[config.mk]
export PLATFORM = sky130hd
export DESIGN_NAME = mp2_fifo
export DESIGN_NICKNAME = d
export VERILOG_FILES = /design/src/sv/mp2_fifo.sv
export SDC_FILE = /design/constraint.sdc
export NUM_CORES = 1
export LEC_CHECK = 0
export BUFFER_PORTS_ARGS = -buffer_cell sky130_fd_sc_hd__buf_2
export CAP_MARGIN = 25
export CORE_UTILIZATION = 25
export CTS_CLUSTER_DIAMETER = 40
export DETAILED_ROUTE_END_ITERATION = 16
export GPL_ROUTABILITY_DRIVEN = 1
export HOLD_SLACK_MARGIN = 0.03
export SYNTH_ARGS = -nofsm -noshare
export SYNTH_HDL_FRONTEND = slang
export SYNTH_SLANG_ARGS = --single-unit
[constraint.sdc]
create_clock -name i_clk -period 3.6 [get_ports i_clk]
set_input_delay 0.54 -clock i_clk [delete_from_list [all_inputs] [get_ports i_clk]]
set_output_delay 0.54 -clock i_clk [all_outputs]
set_load 0.1 [all_outputs]
[src/sv/mp2_fifo.sv]
// Small register FIFO with show-ahead head and occupancy count.
// Generic; used for the work queue and the result queue.
`timescale 1ns / 1ps
`default_nettype none

module mp2_fifo #(
    parameter int WIDTH = 8,
    parameter int DEPTH = 2,
    parameter int PW    = (DEPTH > 1) ? $clog2(DEPTH) : 1,
    parameter int CW    = $clog2(DEPTH + 1)
) (
    input  wire logic             i_clk,
    input  wire logic             i_rst_n,
    input  wire logic             i_push,
    input  wire logic [WIDTH-1:0] i_data,
    output logic                  o_full,
    input  wire logic             i_pop,
    output logic      [WIDTH-1:0] o_data,
    output logic                  o_empty,
    output logic      [CW-1:0]    o_count
);

    logic [WIDTH-1:0] r_mem [DEPTH];
    logic [PW-1:0]    r_wp, r_rp;
    logic [CW-1:0]    r_cnt;
    logic             w_push, w_pop;

    assign o_full  = (r_cnt == CW'(DEPTH));
    assign o_empty = (r_cnt == '0);
    assign o_count = r_cnt;
    assign o_data  = r_mem[r_rp];
    assign w_push  = i_push && !o_full;
    assign w_pop   = i_pop && !o_empty;

    always_ff @(posedge i_clk) begin
        if (w_push) begin
            r_mem[r_wp] <= i_data;
        end
    end

    always_ff @(posedge i_clk) begin
        if (!i_rst_n) begin
            r_wp  <= '0;
            r_rp  <= '0;
            r_cnt <= '0;
        end else begin
            if (w_push) begin
                r_wp <= (r_wp == PW'(DEPTH - 1)) ? '0 : r_wp + PW'(1);
            end
            if (w_pop) begin
                r_rp <= (r_rp == PW'(DEPTH - 1)) ? '0 : r_rp + PW'(1);
            end
            if (w_push && !w_pop) begin
                r_cnt <= r_cnt + CW'(1);
            end else if (w_pop && !w_push) begin
                r_cnt <= r_cnt - CW'(1);
            end
        end
    end

endmodule

`default_nettype wire

==> qor.csv, run 1 <==
stage,metric,value,unit
critical_path,crit_fanout,8,
grt,grt_most_used_layer,met2,
timing,drv_slew,0,
timing,setup_tns,0,ns
synthesis,synth.top_cell.area_share,59.4,%
layout,nets,90,
floorplan,start_util,26.5,%
drt,drt_iter0_drc,6,
critical_path,reg2reg_from,o_count[0],
hold_path,min_from,i_data[0],
synthesis,ys_ff_latch,21,
timing,finalHoldViolations,0,
clock_tree,cts.sinks,21,
clock_tree,cts_setup_buffers,0,
synthesis,yosys-top-cells-count,"edfxtp_1 (16), mux2_2 (8), dfxtp_1 (5), and2_1 (3)",
floorplan,die_w,58.9,um
synthesis,yosysMostFrequentCell,edfxtp_1,
drt,routed_wl,1.27,mm
drt,avgViaCountPerCell,4.02,
critical_path,worst_r2r_path_depth,6,
grt,met1_usage,8.67,%
floorplan,io_pins,24,
timing,postLayoutSetupSlackWorst,1.54,ns
critical_path,crit_path_start_kind,flip-flop,
drt,routed-via-count,482,
grt,use_met2,12.8,%
clock_tree,holdBufCountCts,0,
placed_design,post-place-ws,1.84,ns
clock_tree,root_buffer,clkbuf_4,
job,cap_violations,0,
floorplan,num_rows,20,
critical_path,critical_path_required,3.06,ns
synthesis,syn_inst,50,
run_status,status,finished clean,
timing,period_share,57.2,%
layout,syn2layout_area_growth,23.8,%
grt,grt_first_pass_wirelength,1.94,mm
synthesis,synth_cell_type_count,20,
critical_path,cp.arrival,1.52,ns
layout,diodes,0,
clock_tree,cts_buffers,3,
placed_design,port_buffers,23,
placed_design,gp_congestion,0.693,
drt,drtAntennaViolNets,0,
floorplan,core_area,3050,um2
timing,clock.fmax,485,MHz
critical_path,crit_type,reg2out,
grt,grt_pass1_vias,469,
grt,grtUsageTotal,7.84,%
synthesis,postSynth.asyncResetShare,0,%
layout,drive_gt1_share,48.7,%
drt,post-route-drc-count,0,
critical_path,crit_path_end_kind,output pin,
synthesis,synth.avg_cell_area,16.2,um2
drt,post_drt_wl_per_cell,10.6,um
timing,setup_violations,0,
layout,final_area,1000,um2
clock_tree,cts_tree,built,
hold_path,holdCritPathClass,in2reg,
layout,fillerInstances,321,
grt,antenna_found_initial,0,
floorplan,fp.dieArea,3470,um2
synthesis,yosysTopAreaCell,edfxtp_1,
synthesis,syn_area,810,um2
placed_design,dp_hpwl,959,um
grt,grt_max_degree,13,
floorplan,die_h,58.9,um
clock_tree,clk_pin_slew,0.11,ns
timing,slew_headroom,53.3,%
critical_path,reg2reg_slack,1.96,ns
synthesis,yosys-top-cells-area,"edfxtp_1 (59%), dfxtp_1 (12%), mux2_2 (11%)",
clock_tree,clock_path_buffers,2,
hold_path,min_to,r_mem[1][0],
clock_tree,clock_latency,0.30,ns
timing,tightest_slew,0.697,ns
grt,grt-ovfl-total,0,
synthesis,synth_edf_count,16,
critical_path,regToRegEndpoint,o_count[1],
grt,grtUsageMet3,2.64,%
drt,first_pass_iters,4,
synthesis,synth_top_flop_cell,edfxtp_1,
synthesis,syn_nets,63,
hold_path,hold_path_depth,1,
clock_tree,htreeDepth,1,
synthesis,synth-seq-area-share,71.7,%
clock_tree,post_cts_resized,0,
timing,fin_skew,0.00736,ns
placed_design,postPlaceCellArea,975,um2
timing,rsz0062_at_grt,false,
synthesis,yosysWarnings,0,
timing,finalCriticalPeriod,2.06,ns
area by class of cell:
type,count,area (um2),share of cell area [%]
sequential,21,581,57.9
multi-input combinational,26,216,21.6
timing repair buffer,23,115,11.5
tap,44,55.1,5.49
clock buffer,3,22.5,2.25
inverter,2,7.51,0.749
clock inverter,1,5.00,0.499
metrics by stage:
stage               std cells  util [%]  hold slack [ns]
floorplan                  50         -            0.552
global placement          116      31.9            0.511
detailed placement        116      31.9            0.539
CTS                       120      32.8            0.416
global route              120      32.8            0.403
finish                    120      32.8            0.427
layer usage:
layer	part of all wire [%]	wire (um)
met4	0.63	8
met1	45	564
met3	7.0	88
met5	0	0
met2	48	604
state kept, by name, indices dropped and copies added (netlist names), named ones only:
register	flops
r_mem	16
o_count	2
r_wp	1
r_rp	1
worst max-delay path, cell delays in order, from the launching register on:
cell     delay, ns
dfxtp_1       0.56
mux2_2        0.38
buf_2         0.29
how the worst max path moves through the flow:
stage,cells past startpoint,slack (ns),endpoint,startpoint
2_1_floorplan,1,0.95,o_empty,o_count[0]
3_3_place_gp,2,1.85,o_data[7],flip-flop
3_5_place_dp,2,1.84,o_data[6],flip-flop
4_1_cts,2,1.48,o_data[6],flip-flop
5_1_grt,2,1.44,o_data[1],flip-flop
6_report,2,1.54,o_data[6],flip-flop
logic make-up after synthesis:
group | count (synthesis) | share of synthesized area, %
AOI/OAI and AO/OA | 5 | 4.02
xor gates and xnor gates | 3 | 3.25
adders and majority gates | 1 | 1.55
buffers and inverters | 3 | 1.54
DFF | 21 | 71.7
muxes | 8 | 11.1
and+or+nand+nor | 9 | 6.80
cell usage in the layout (no fill, tap or decap):
master    instances
a21boi_0          1
a21boi_1          1
and2_1            3
and3_1            1
buf_2            23
clkbuf_4          3
clkinv_2          1
dfxtp_1           5
edfxtp_1         16
ha_1              1
inv_1             1
inv_2             1
mux2_2            8
nand2b_1          1
nor2_1            2
nor3_2            1
o21a_1            1
o21ai_0           1
o21ai_1           1
or3_1             1
xnor2_1           2
xor2_1            1
Power of run 1 is not shown: default switching activity piles up to over one toggle a cycle in this logic, so the estimate is an artifact.
==> run 2: changes to the inputs <==
--- a/config.mk
+++ b/config.mk
@@ -5,6 +5,7 @@
 export SDC_FILE = /design/constraint.sdc
 export NUM_CORES = 1
 export LEC_CHECK = 0
+export ABC_AREA = 1
 export BUFFER_PORTS_ARGS = -buffer_cell sky130_fd_sc_hd__buf_2
 export CAP_MARGIN = 25
 export CORE_UTILIZATION = 25
==> constraint.sdc (replaced) <==
create_clock -name i_clk -period 1.9 [get_ports i_clk]
set_input_delay 0.285 -clock i_clk [delete_from_list [all_inputs] [get_ports i_clk]]
set_output_delay 0.285 -clock i_clk [all_outputs]
set_load 0.1 [all_outputs]
==> run 2 against run 1 <==
Effect of this change: synthesized area increased by 1.7%; register-to-register slack got worse by 1.5 ns; worst setup slack got worse by 1.4 ns; sequential share of layout area decreased by 2.2 points; routed wire length increased by 12%; final area increased by 4.9%; non-clock buffer count increased by 2; largest cell class unchanged; final cell count increased by 13%; synthesized cell count increased by 26%; hold slack got worse by 0.25 ns; flip-flop and latch count unchanged.
==> qor.csv, run 2 <==
stage,metric,value,unit,change
layout,syn2layout_area_growth,27.7,%,was 23.8%
hold_path,holdCritPathClass,in2reg,,unchanged
floorplan,io_pins,24,,unchanged
timing,finalHoldViolations,0,,unchanged
timing,setup_tns,0,ns,unchanged
timing,drv_slew,0,,unchanged
synthesis,synth_top_flop_cell,edfxtp_1,,unchanged
layout,final_cell_mix,"buf_2 (23), edfxtp_1 (16), mux2_2 (8), inv_1 (8), nor2_1 (8)",,"was buf_2 (23), edfxtp_1 (16), mux2_2 (8)"
critical_path,crit_fanout,8,,unchanged
placed_design,gp_congestion,0.645,,was 0.693
run_status,status,finished clean,,unchanged
synthesis,yosysMostFrequentCell,edfxtp_1,,unchanged
floorplan,die_w,59.4,um,was 58.9 um
drt,drt_iter0_drc,1,,was 6
critical_path,crit_path_end_kind,output pin,,unchanged
timing,whs,0.172,ns,was 0.427 ns
critical_path,crit_path_cell_trace,mux2_2 > buf_2,,unchanged
drt,post_drt_wl_per_cell,10.5,um,was 10.6 um
drt,first_pass_iters,2,,was 4
timing,slew_headroom,67.5,%,was 53.3%
timing,period_share,95.0,%,
layout,final_cells,135,,was 120
floorplan,core_area,3080,um2,was 3050 um2
critical_path,crit_cells,2,,unchanged
critical_path,crit_type,reg2out,,unchanged
timing,clock.fmax,554,MHz,
clock_tree,htreeDepth,1,,unchanged
clock_tree,cts_tree,built,,unchanged
layout,largest_reg_flops,16,,unchanged
drt,routed-via-count,544,,was 482
critical_path,worst_path_max_delay_cell,dfxtp_1,,unchanged
timing,setup_violations,0,,unchanged
synthesis,ys_ff_latch,21,,unchanged
placed_design,placed_cells,131,,was 116
critical_path,crit_path_start_kind,flip-flop,,unchanged
clock_tree,cts_setup_buffers,0,,unchanged
layout,diodes,0,,unchanged
drt,avgViaCountPerCell,4.03,,was 4.02
hold_path,hold_path_depth,1,,unchanged
layout,final_area,1050,um2,was 1000 um2
synthesis,postSynth.asyncResetShare,0,%,unchanged
synthesis,syn_area,823,um2,was 810 um2
floorplan,die_h,59.4,um,was 58.9 um
timing,rsz0062_at_grt,false,,unchanged
placed_design,port_buffers,23,,unchanged
floorplan,num_rows,20,,unchanged
layout,largest-register,r_mem,,unchanged
layout,drive_gt1_share,48.4,%,was 48.7%
clock_tree,clock_latency,0.29,ns,was 0.30 ns
critical_path,worst_r2r_path_depth,9,,was 6
clock_tree,post_cts_resized,0,,unchanged
drt,post-route-drc-count,0,,unchanged
placed_design,dp_hpwl,1.08,mm,was 959 um
clock_tree,clk_pin_slew,0.12,ns,was 0.11 ns
synthesis,yosys-top-cells-area,"edfxtp_1 (58%), dfxtp_1 (12%), mux2_2 (11%)",,"was edfxtp_1 (59%), dfxtp_1 (12%), mux2_2 (11%)"
clock_tree,cts.sinks,21,,unchanged
synthesis,syn_nets,76,,was 63
synthesis,yosysTopAreaCell,edfxtp_1,,unchanged
critical_path,critPathTopFamily,flip-flops,,unchanged
grt,grt-ovfl-total,0,,unchanged
synthesis,syn_inst,63,,was 50
clock_tree,holdBufCountCts,0,,unchanged
floorplan,start_util,26.7,%,was 26.5%
critical_path,cp.arrival,1.52,ns,about the same
timing,tightest_slew,0.491,ns,was 0.697 ns
drt,drtAntennaViolNets,0,,unchanged
timing,fin_skew,0.00669,ns,was 0.00736 ns
critical_path,reg2reg_slack,0.43,ns,was 1.96 ns
job,cap_violations,0,,unchanged
floorplan,fp.dieArea,3530,um2,was 3470 um2
layout,nets,105,,was 90
synthesis,yosysWarnings,0,,unchanged
grt,grt_pass1_vias,562,,was 469
synthesis,synth.top_cell.area_share,58.4,%,was 59.4%
critical_path,critical_path_required,1.62,ns,was 3.06 ns
grt,antenna_found_initial,0,,unchanged
clock_tree,cts_buffers,3,,unchanged
clock_tree,root_buffer,clkbuf_4,,unchanged
synthesis,synth.avg_cell_area,13.1,um2,was 16.2 um2
critical_path,cpPeakStageDelay,0.55,ns,was 0.56 ns
clock_tree,clock_path_buffers,2,,unchanged
timing,finalCriticalPeriod,1.80,ns,
drt,routed_wl,1.41,mm,was 1.27 mm
critical_path,crit_buf_inv,1,,unchanged
synthesis,synth_cell_type_count,15,,was 20
synthesis,synth-seq-area-share,70.5,%,was 71.7%
synthesis,synth_edf_count,16,,unchanged
synthesis,yosys-top-cells-count,"edfxtp_1 (16), nor2_1 (10), inv_1 (8), mux2_2 (8), nand2_1 (6)",,"was edfxtp_1 (16), mux2_2 (8), dfxtp_1 (5), and2_1 (3)"
grt,grt_first_pass_wirelength,2.37,mm,was 1.94 mm
layout,layout_commonest_cell,buf_2,,unchanged
grt,grtUsageTotal,9.26,%,was 7.84%
grt,grt_max_degree,13,,unchanged
placed_design,postPlaceCellArea,1020,um2,was 975 um2
[run 2: per-layer routing]
layer / vias up / wire [um] / part of all wire, % / GRT usage (%)
met4: 0 / 0 / 0 / 3.06
met2: 18 / 727 / 51 / 17.2
li1: 273 / - / - / -
met1: 253 / 585 / 41 / 9.70
met3: 0 / 98 / 6.9 / 3.06
met5: - / 0 / 0 / 0
[run 2: final cells by class]
cell class | instances | area [um2]
fillers | 333 | 2030
flip-flops and latches | 21 | 586
multi-input cells | 32 | 219
repair buffers | 25 | 130
well taps | 44 | 55.1
inverters | 9 | 33.8
clock buffers | 3 | 22.5
clock inverters | 1 | 5.00
[run 2: final timing paths]
kind / from / endpoint
hold reg to reg: r_rp / r_rp
hold / removal: i_data[7] / r_mem[1][7]
setup reg to reg: o_count[1] / o_count[1]
setup / recovery: flip-flop / o_data[3]
[run 2: worst register-to-register path: stages, from the launching register on]
cell     delay [ns]
dfxtp_2        0.39
inv_1          0.11
o21ai_2        0.19
inv_1          0.08
ha_1           0.31
inv_1          0.08
nand3_1        0.07
nand2_1        0.06
inv_1          0.04
nor2_1         0.09
[run 2: logic make-up after synthesis]
logic type	after synthesis	share of synthesized area [%]
DFF	21	70.5
and+or+nand+nor	19	9.42
muxes	8	10.9
adders and majority gates	1	1.52
buffers and inverters	10	4.71
AOI/OAI and AO/OA	4	2.89
[run 2: stage by stage]
stage | worst slack, ns | utilization, %
after floorplan | 0.0456 | -
after global placement | 0.414 | 33.3
after detailed placement | 0.411 | 33.3
after CTS | 0.0499 | 34.1
after global routing | 0.00363 | 34.1
final | 0.0956 | 34.1
Power of run 2 is left out for the same reason.
