`src/sv/mp2_pkg.sv`:
```
// Shared types and constants for the 2x2 stride-2 max pooling stream.
// Used by the front end, back end and top level; no dependencies.
`timescale 1ns / 1ps
`default_nettype none

package mp2_pkg;

    // Default sizes of the top level parameters
    localparam int DEF_MAX_WIDTH    = 64;
    localparam int DEF_MAX_HEIGHT   = 64;
    localparam int DEF_MAX_CHANNELS = 16;
    localparam int DEF_SAMPLE_BITS  = 16;

    // Configuration port
    localparam int CFG_IDX_W  = 2;
    localparam int CFG_DATA_W = 8;

    localparam int HEIGHT_W = 7;
    localparam int WIDTH_W  = 7;
    localparam int CHAN_W   = 5;
    localparam int BATCH_W  = 8;

    localparam logic [HEIGHT_W-1:0] RST_HEIGHT = 7'd28;
    localparam logic [WIDTH_W-1:0]  RST_WIDTH  = 7'd28;
    localparam logic [CHAN_W-1:0]   RST_CHAN   = 5'd1;
    localparam logic [BATCH_W-1:0]  RST_BATCH  = 8'd1;

    typedef enum logic [CFG_IDX_W-1:0] {
        CFG_IN_HEIGHT     = 2'd0,
        CFG_IN_WIDTH      = 2'd1,
        CFG_CHANNEL_COUNT = 2'd2,
        CFG_BATCH_COUNT   = 2'd3
    } t_cfg_idx;

    // Result coordinate widths
    localparam int IMG_W  = 8;
    localparam int OROW_W = 5;
    localparam int OCOL_W = 5;
    localparam int OCH_W  = 4;

    // Queue depths
    localparam int DQ_DEPTH = 2;
    localparam int OQ_DEPTH = 4;

    typedef struct packed {
        logic [IMG_W-1:0]  image_index;
        logic [OROW_W-1:0] out_row;
        logic [OCOL_W-1:0] out_col;
        logic [OCH_W-1:0]  out_channel;
        logic              last_of_image;
        logic              last_of_batch;
    } t_res_tag;

    // Work descriptor handed from the front to the back
    typedef struct packed {
        t_res_tag res;
        logic     first;   // opens the window: store the sample as is
        logic     emit;    // closes the window: deliver a result
    } t_tag;

    typedef struct packed {
        logic out_push;
        logic out_full;
    } t_back_stat;

endpackage

`default_nettype wire

```
`src/sv/mp2_front.sv`:
```
// Front end: configuration registers, sample position counters and window
// classification. Emits one work descriptor per in-window sample. Uses mp2_pkg.
`timescale 1ns / 1ps
`default_nettype none

module mp2_front #(
    parameter int MAX_WIDTH    = mp2_pkg::DEF_MAX_WIDTH,
    parameter int MAX_HEIGHT   = mp2_pkg::DEF_MAX_HEIGHT,
    parameter int MAX_CHANNELS = mp2_pkg::DEF_MAX_CHANNELS,
    parameter int SAMPLE_BITS  = mp2_pkg::DEF_SAMPLE_BITS,
    parameter int DEPTH        = (MAX_WIDTH / 2) * MAX_CHANNELS,
    parameter int AB           = (DEPTH > 1) ? $clog2(DEPTH) : 1
) (
    input  wire logic                            i_clk,
    input  wire logic                            i_rst_n,
    input  wire logic                            i_cfg_we,
    input  wire logic [mp2_pkg::CFG_IDX_W-1:0]   i_cfg_idx,
    input  wire logic [mp2_pkg::CFG_DATA_W-1:0]  i_cfg_data,
    input  wire logic                            i_accept,
    input  wire logic [SAMPLE_BITS-1:0]          i_sample,
    output logic                                 o_q_push,
    output mp2_pkg::t_tag                        o_tag,
    output logic      [AB-1:0]                   o_addr,
    output logic      [SAMPLE_BITS-1:0]          o_sample
);

    import mp2_pkg::*;

    localparam int HB = $clog2(MAX_HEIGHT + 1);
    localparam int WB = $clog2(MAX_WIDTH + 1);
    localparam int CB = $clog2(MAX_CHANNELS + 1);
    localparam int RB = $clog2(MAX_HEIGHT);
    localparam int XB = $clog2(MAX_WIDTH);
    localparam int KB = (MAX_CHANNELS > 1) ? $clog2(MAX_CHANNELS) : 1;

    logic [HEIGHT_W-1:0] r_in_height;
    logic [WIDTH_W-1:0]  r_in_width;
    logic [CHAN_W-1:0]   r_chan_count;
    logic [BATCH_W-1:0]  r_batch_count;

    logic [RB-1:0]      r_row, n_row;
    logic [XB-1:0]      r_col, n_col;
    logic [KB-1:0]      r_ch,  n_ch;
    logic [IMG_W-1:0]   r_img, n_img;

    logic [HB-1:0]      w_h;
    logic [WB-1:0]      w_w;
    logic [CB-1:0]      w_c;
    logic [BATCH_W-1:0] w_b;
    logic               w_in_win, w_last_img;

    // Saturate the counts in use
    always_comb begin
        if (r_in_height < HEIGHT_W'(2)) begin
            w_h = HB'(2);
        end else if (32'(r_in_height) > MAX_HEIGHT) begin
            w_h = HB'(MAX_HEIGHT);
        end else begin
            w_h = HB'(r_in_height);
        end
        if (r_in_width < WIDTH_W'(2)) begin
            w_w = WB'(2);
        end else if (32'(r_in_width) > MAX_WIDTH) begin
            w_w = WB'(MAX_WIDTH);
        end else begin
            w_w = WB'(r_in_width);
        end
        if (r_chan_count == '0) begin
            w_c = CB'(1);
        end else if (32'(r_chan_count) > MAX_CHANNELS) begin
            w_c = CB'(MAX_CHANNELS);
        end else begin
            w_c = CB'(r_chan_count);
        end
        w_b = (r_batch_count == '0) ? BATCH_W'(1) : r_batch_count;
    end

    // Odd trailing row or column falls outside every window
    assign w_in_win = (HB'(r_row) < {w_h[HB-1:1], 1'b0})
                   && (WB'(r_col) < {w_w[WB-1:1], 1'b0})
                   && (CB'(r_ch) < w_c);

    assign w_last_img = ((HB'(r_row) >> 1) == (w_h >> 1) - HB'(1))
                     && ((WB'(r_col) >> 1) == (w_w >> 1) - WB'(1))
                     && (CB'(r_ch) == w_c - CB'(1));

    always_comb begin
        o_q_push                 = i_accept && w_in_win;
        o_tag.first              = !(r_row[0] | r_col[0]);
        o_tag.emit               = r_row[0] & r_col[0];
        o_tag.res.image_index    = r_img;
        o_tag.res.out_row        = OROW_W'(r_row >> 1);
        o_tag.res.out_col        = OCOL_W'(r_col >> 1);
        o_tag.res.out_channel    = OCH_W'(r_ch);
        o_tag.res.last_of_image  = w_last_img;
        o_tag.res.last_of_batch  = w_last_img && (r_img == w_b - BATCH_W'(1));
        o_addr   = AB'(32'(r_col >> 1) * MAX_CHANNELS + 32'(r_ch));
        o_sample = i_sample;
    end

    // Advance channel, column, row, image
    always_comb begin
        n_ch  = r_ch;
        n_col = r_col;
        n_row = r_row;
        n_img = r_img;
        if (CB'(r_ch) + CB'(1) >= w_c) begin
            n_ch = '0;
            if (WB'(r_col) + WB'(1) >= w_w) begin
                n_col = '0;
                if (HB'(r_row) + HB'(1) >= w_h) begin
                    n_row = '0;
                    if ({1'b0, r_img} + 9'd1 >= {1'b0, w_b}) begin
                        n_img = '0;
                    end else begin
                        n_img = r_img + IMG_W'(1);
                    end
                end else begin
                    n_row = r_row + RB'(1);
                end
            end else begin
                n_col = r_col + XB'(1);
            end
        end else begin
            n_ch = r_ch + KB'(1);
        end
    end

    always_ff @(posedge i_clk) begin
        if (!i_rst_n) begin
            r_in_height   <= RST_HEIGHT;
            r_in_width    <= RST_WIDTH;
            r_chan_count  <= RST_CHAN;
            r_batch_count <= RST_BATCH;
            r_row         <= '0;
            r_col         <= '0;
            r_ch          <= '0;
            r_img         <= '0;
        end else begin
            if (i_cfg_we) begin
                case (t_cfg_idx'(i_cfg_idx))
                    CFG_IN_HEIGHT:     r_in_height   <= i_cfg_data[HEIGHT_W-1:0];
                    CFG_IN_WIDTH:      r_in_width    <= i_cfg_data[WIDTH_W-1:0];
                    CFG_CHANNEL_COUNT: r_chan_count  <= i_cfg_data[CHAN_W-1:0];
                    CFG_BATCH_COUNT:   r_batch_count <= i_cfg_data[BATCH_W-1:0];
                    default: ;
                endcase
            end
            if (i_accept) begin
                r_row <= n_row;
                r_col <= n_col;
                r_ch  <= n_ch;
                r_img <= n_img;
            end
        end
    end

endmodule

`default_nettype wire

```
`config.mk`:
```
export PLATFORM = sky130hd
export DESIGN_NAME = mp2_front
export DESIGN_NICKNAME = d
export VERILOG_FILES = /design/src/sv/mp2_pkg.sv /design/src/sv/mp2_front.sv
export SDC_FILE = /design/constraint.sdc
export NUM_CORES = 1
export LEC_CHECK = 0
export ABC_CLOCK_PERIOD_IN_PS = 4050
export BUFFER_PORTS_ARGS = -buffer_cell sky130_fd_sc_hd__buf_2
export CORE_UTILIZATION = 50
export DETAILED_ROUTE_END_ITERATION = 8
export PLACE_DENSITY = 0.73
export SLEW_MARGIN = 20
export SYNTH_ARGS = -nofsm -noshare
export SYNTH_HDL_FRONTEND = slang
export SYNTH_SLANG_ARGS = --single-unit
```
`constraint.sdc`:
```
create_clock -name i_clk -period 4.05 [get_ports i_clk]
set_input_delay 0.6075 -clock i_clk [delete_from_list [all_inputs] [get_ports i_clk]]
set_output_delay 0.6075 -clock i_clk [all_outputs]
set_load 0.02 [all_outputs]
```
==> results.json <==
{
  "area_growth_syn_to_layout_pct": 4.21,
  "htree_levels": 2,
  "grt_pass1_wl_um": 16100,
  "hold_class": "reg2reg",
  "layout_commonest_cell": "nand2_1",
  "drt_iter0_drc": 115,
  "cts.repair.resized": 0,
  "fin_crit_ns": 3.85,
  "clkPwrFrac_pct": 32.6,
  "end_kind": "output port",
  "io_buffers": 49,
  "grt.overflow.total": 0,
  "die_area_mm2": 0.00899,
  "finalSetupViolCount": 0,
  "cts_buffers": 5,
  "row_count": 33,
  "skew_ns": 0.00902,
  "placed_cell_area_mm2": 0.00436,
  "wire_per_inst_um": 15.1,
  "die_y_um": 94.8,
  "period_share_pct": 95.1,
  "syn_nets": 607,
  "r2r_start": "r_img[1]$_SDFFE_PN0P_",
  "n_fill_cell": 795,
  "syn_inst": 530,
  "diodes": 0,
  "postLayoutCoreUtil_pct": 54.3,
  "num_vias": 3655,
  "die_x_um": 94.8,
  "start_util_pct": 52.2,
  "postCtsHoldBufs": 0,
  "path_max_fanout": 7,
  "cp-endpoint": "o_tag[2]",
  "num-nets-final": 611,
  "multi_input_area_mm2": 0.00286,
  "synth_flop_cell": "dfxtp_1",
  "synth_edf_count": 0,
  "drive_gt1_share_pct": 13.5,
  "fin_area_mm2": 0.00449,
  "required_ns": 3.44,
  "cp_slowest_stage_delay_ns": 0.61,
  "grt.total_usage_pct": 22.6,
  "grt_start_max_net_pins": 56,
  "cp_cell_sequence": "or4_1 -> nor3_2 -> a21oi_1 -> ha_1 -> and2_0 -> o21ai_0 -> o311ai_0 -> o41ai_1 -> nand4_1 -> nor4b_2 -> buf_2",
  "regArea_mm2": 0.00102,
  "detail-route-antenna-nets": 0,
  "switching_share_pct": 27.8,
  "core_mm2": 0.00826,
  "seqPwrFrac_pct": 49.8,
  "synth_area_mm2": 0.00431,
  "drt_pass1_iterations": 4,
  "worst_slew_pin_slew_ns": 0.667,
  "dp_hpwl_um": 7400,
  "antenna_found_initial": 0,
  "vias_per_cell": 5.72,
  "power_density_mw_per_mm2": 239,
  "cap_violations": 0,
  "layout_common_cells": "56 x nand2_1, 51 x dfxtp_1, 49 x buf_2, 47 x ha_1, 31 x nand3_1",
  "clock-root-buffer": "clkbuf_8",
  "ys_seq_area_share_pct": 23.7,
  "worstPathArrival_ns": 3.24,
  "drt_drc_violations_left": 0,
  "instances_no_fill": 639,
  "rsz0062_at_grt": "yes",
  "synth_area_per_cell_um2": 8.13,
  "status": "finished, final reports clean",
  "clkLatencyLatePin_ns": 0.30,
  "synth-seq-cells": 51,
  "wl_um": 9650,
  "grt_pass1_vias": 3482,
  "path_clk_slew_ns": 0.09,
  "ios": 82,
  "power.internal_uw": 774,
  "worstSetupStartpoint": "r_batch_count[2]$_SDFFE_PN0P_",
  "synth_top_area_cell": "dfxtp_1",
  "fin_setup_tns_ns": 0,
  "cts_setup_buffers": 0,
  "slew-limit-headroom_pct": 55.5,
  "ys_async_sr_fraction_pct": 0,
  "cts_tree": "yes",
  "place_inst": 632,
  "netlist_top_cells_area": "dfxtp_1 24%, ha_1 14%, buf_4 6.3%",
  "clock_path_buffers": 2,
  "synth.distinct_cells": 57,
  "synth_top_area_share_pct": 23.7,
  "p_leak_nw": 2.02,
  "reg2reg_to": "r_img[2]$_SDFFE_PN0P_",
  "report.final.slew_viol_count": 0,
  "globalplace.congestion": 0.940,
  "fmax_mhz": 260,
  "hold_viol_final": 0,
  "vdd_drop_max_mv": 0.155,
  "critPathKind": "reg2out",
  "ys_warn_count": 0,
  "worstRegToRegCells": 11,
  "p_switching_uw": 299,
  "cp-start-kind": "flip-flop",
  "cts.sinks": 51,
  "r2r_setup_slack_ns": 0.82,
  "combPwrFrac_pct": 17.6,
  "slowest_stage": "or4_1"
}
==> per-stage QoR <==
stage                     hold slack [ns]  worst slack (ns)  power [mW]
after floorplan                     0.461             0.606       0.699
after global placement              0.471             0.635       0.723
after detailed placement            0.481             0.480       0.731
after CTS                           0.494             0.104        1.09
after global routing                0.526           -0.0150        1.12
final                               0.493             0.200        1.07
==> cell usage after synthesis, types with 2 or more instances <==
master and instances:
inv_1 22, a21boi_0 20, nand2_1 56, or4_1 6, nand2b_1 14, mux2i_1 20
xnor2_1 24, and3_1 10, nand4_1 6, clkbuf_1 14, nand3_1 31, nor3_1 4
a221oi_1 2, nor4_1 7, clkinv_1 2, nand3b_1 6, o41ai_1 2, or3_4 2
dfxtp_1 51, o22ai_1 4, or3_1 4, nor3b_1 2, o21a_1 6, a21o_1 7
buf_4 36, a211oi_1 4, ha_1 47, buf_2 4, o311ai_0 2, o2111ai_1 3
and2_1 5, a2111oi_0 2, a21oi_1 13, nor2_1 20, o21ai_0 19, buf_1 2
nor2b_1 18, xor2_1 14
==> worst min path at each step <==
stage                            startpoint                      endpoint  slack (ns)  cells after the start
2_1_floorplan  r_chan_count[0]$_SDFFE_PN1P_  r_chan_count[0]$_SDFFE_PN1P_        0.46                      2
3_3_place_gp          r_img[7]$_SDFFE_PN0P_         r_img[7]$_SDFFE_PN0P_        0.47                      2
3_5_place_dp          r_img[7]$_SDFFE_PN0P_         r_img[7]$_SDFFE_PN0P_        0.48                      2
4_1_cts               r_img[7]$_SDFFE_PN0P_         r_img[7]$_SDFFE_PN0P_        0.49                      2
5_1_grt               r_img[7]$_SDFFE_PN0P_         r_img[7]$_SDFFE_PN0P_        0.53                      2
6_report              r_img[7]$_SDFFE_PN0P_         r_img[7]$_SDFFE_PN0P_        0.49                      2
==> cell type report <==
type                       count  share of cell area (%)
tap                          105                    2.93
clock buffer                   6                    1.62
inverter                      24                    2.09
sequential                    51                    22.7
clock inverter                 1                   0.669
timing repair buffer          53                    6.13
multi-input combinational    399                    63.8
==> power by group through the flow <==
stage	Sequential [mW]	Clock (mW)	Combinational, mW
after floorplan	0.541	0	0.159
after global placement	0.545	0	0.178
after detailed placement	0.546	0	0.185
after CTS	0.534	0.367	0.186
after global routing	0.537	0.377	0.210
final	0.534	0.350	0.188
==> flip-flops by register name, summed over array words and instances (netlist names) <==
| name | flops |
|---|---|
| r_in_width | 7 |
| r_chan_count | 5 |
| r_in_height | 7 |
| r_img | 8 |
| r_row | 6 |
| r_col | 6 |
| r_ch | 4 |
| r_batch_count | 8 |
==> cell families (layout without fill, tap and decap cells) <==
group,after synthesis,after routing,share of synthesized area (%)
DFF,51,51,23.7
muxes,21,21,4.91
buffers and inverters,80,84,10.2
and+or+nand+nor,196,196,23.9
adders and majority gates,47,47,13.7
xor gates and xnor gates,38,38,7.73
AOI/OAI and AO/OA,97,97,15.9
==> critical path, delay by kind of cell (launching register included) <==
kind,cells,cell delay [ns]
DFF,1,0.38
AOI/OAI and AO/OA,4,0.56
buffers and inverters,1,0.22
adders and majority gates,1,0.24
and+or+nand+nor,5,1.55
==> per-layer routing <==
metal	GRT usage [%]	vias up	part of all wire, %
met3	3.62	8	4.9
met5	0	-	0
li1	-	1848	-
met2	39.1	95	48
met4	5.93	0	0.86
met1	28.9	1704	46
Note: power is estimated with default switching activity, not from simulation.
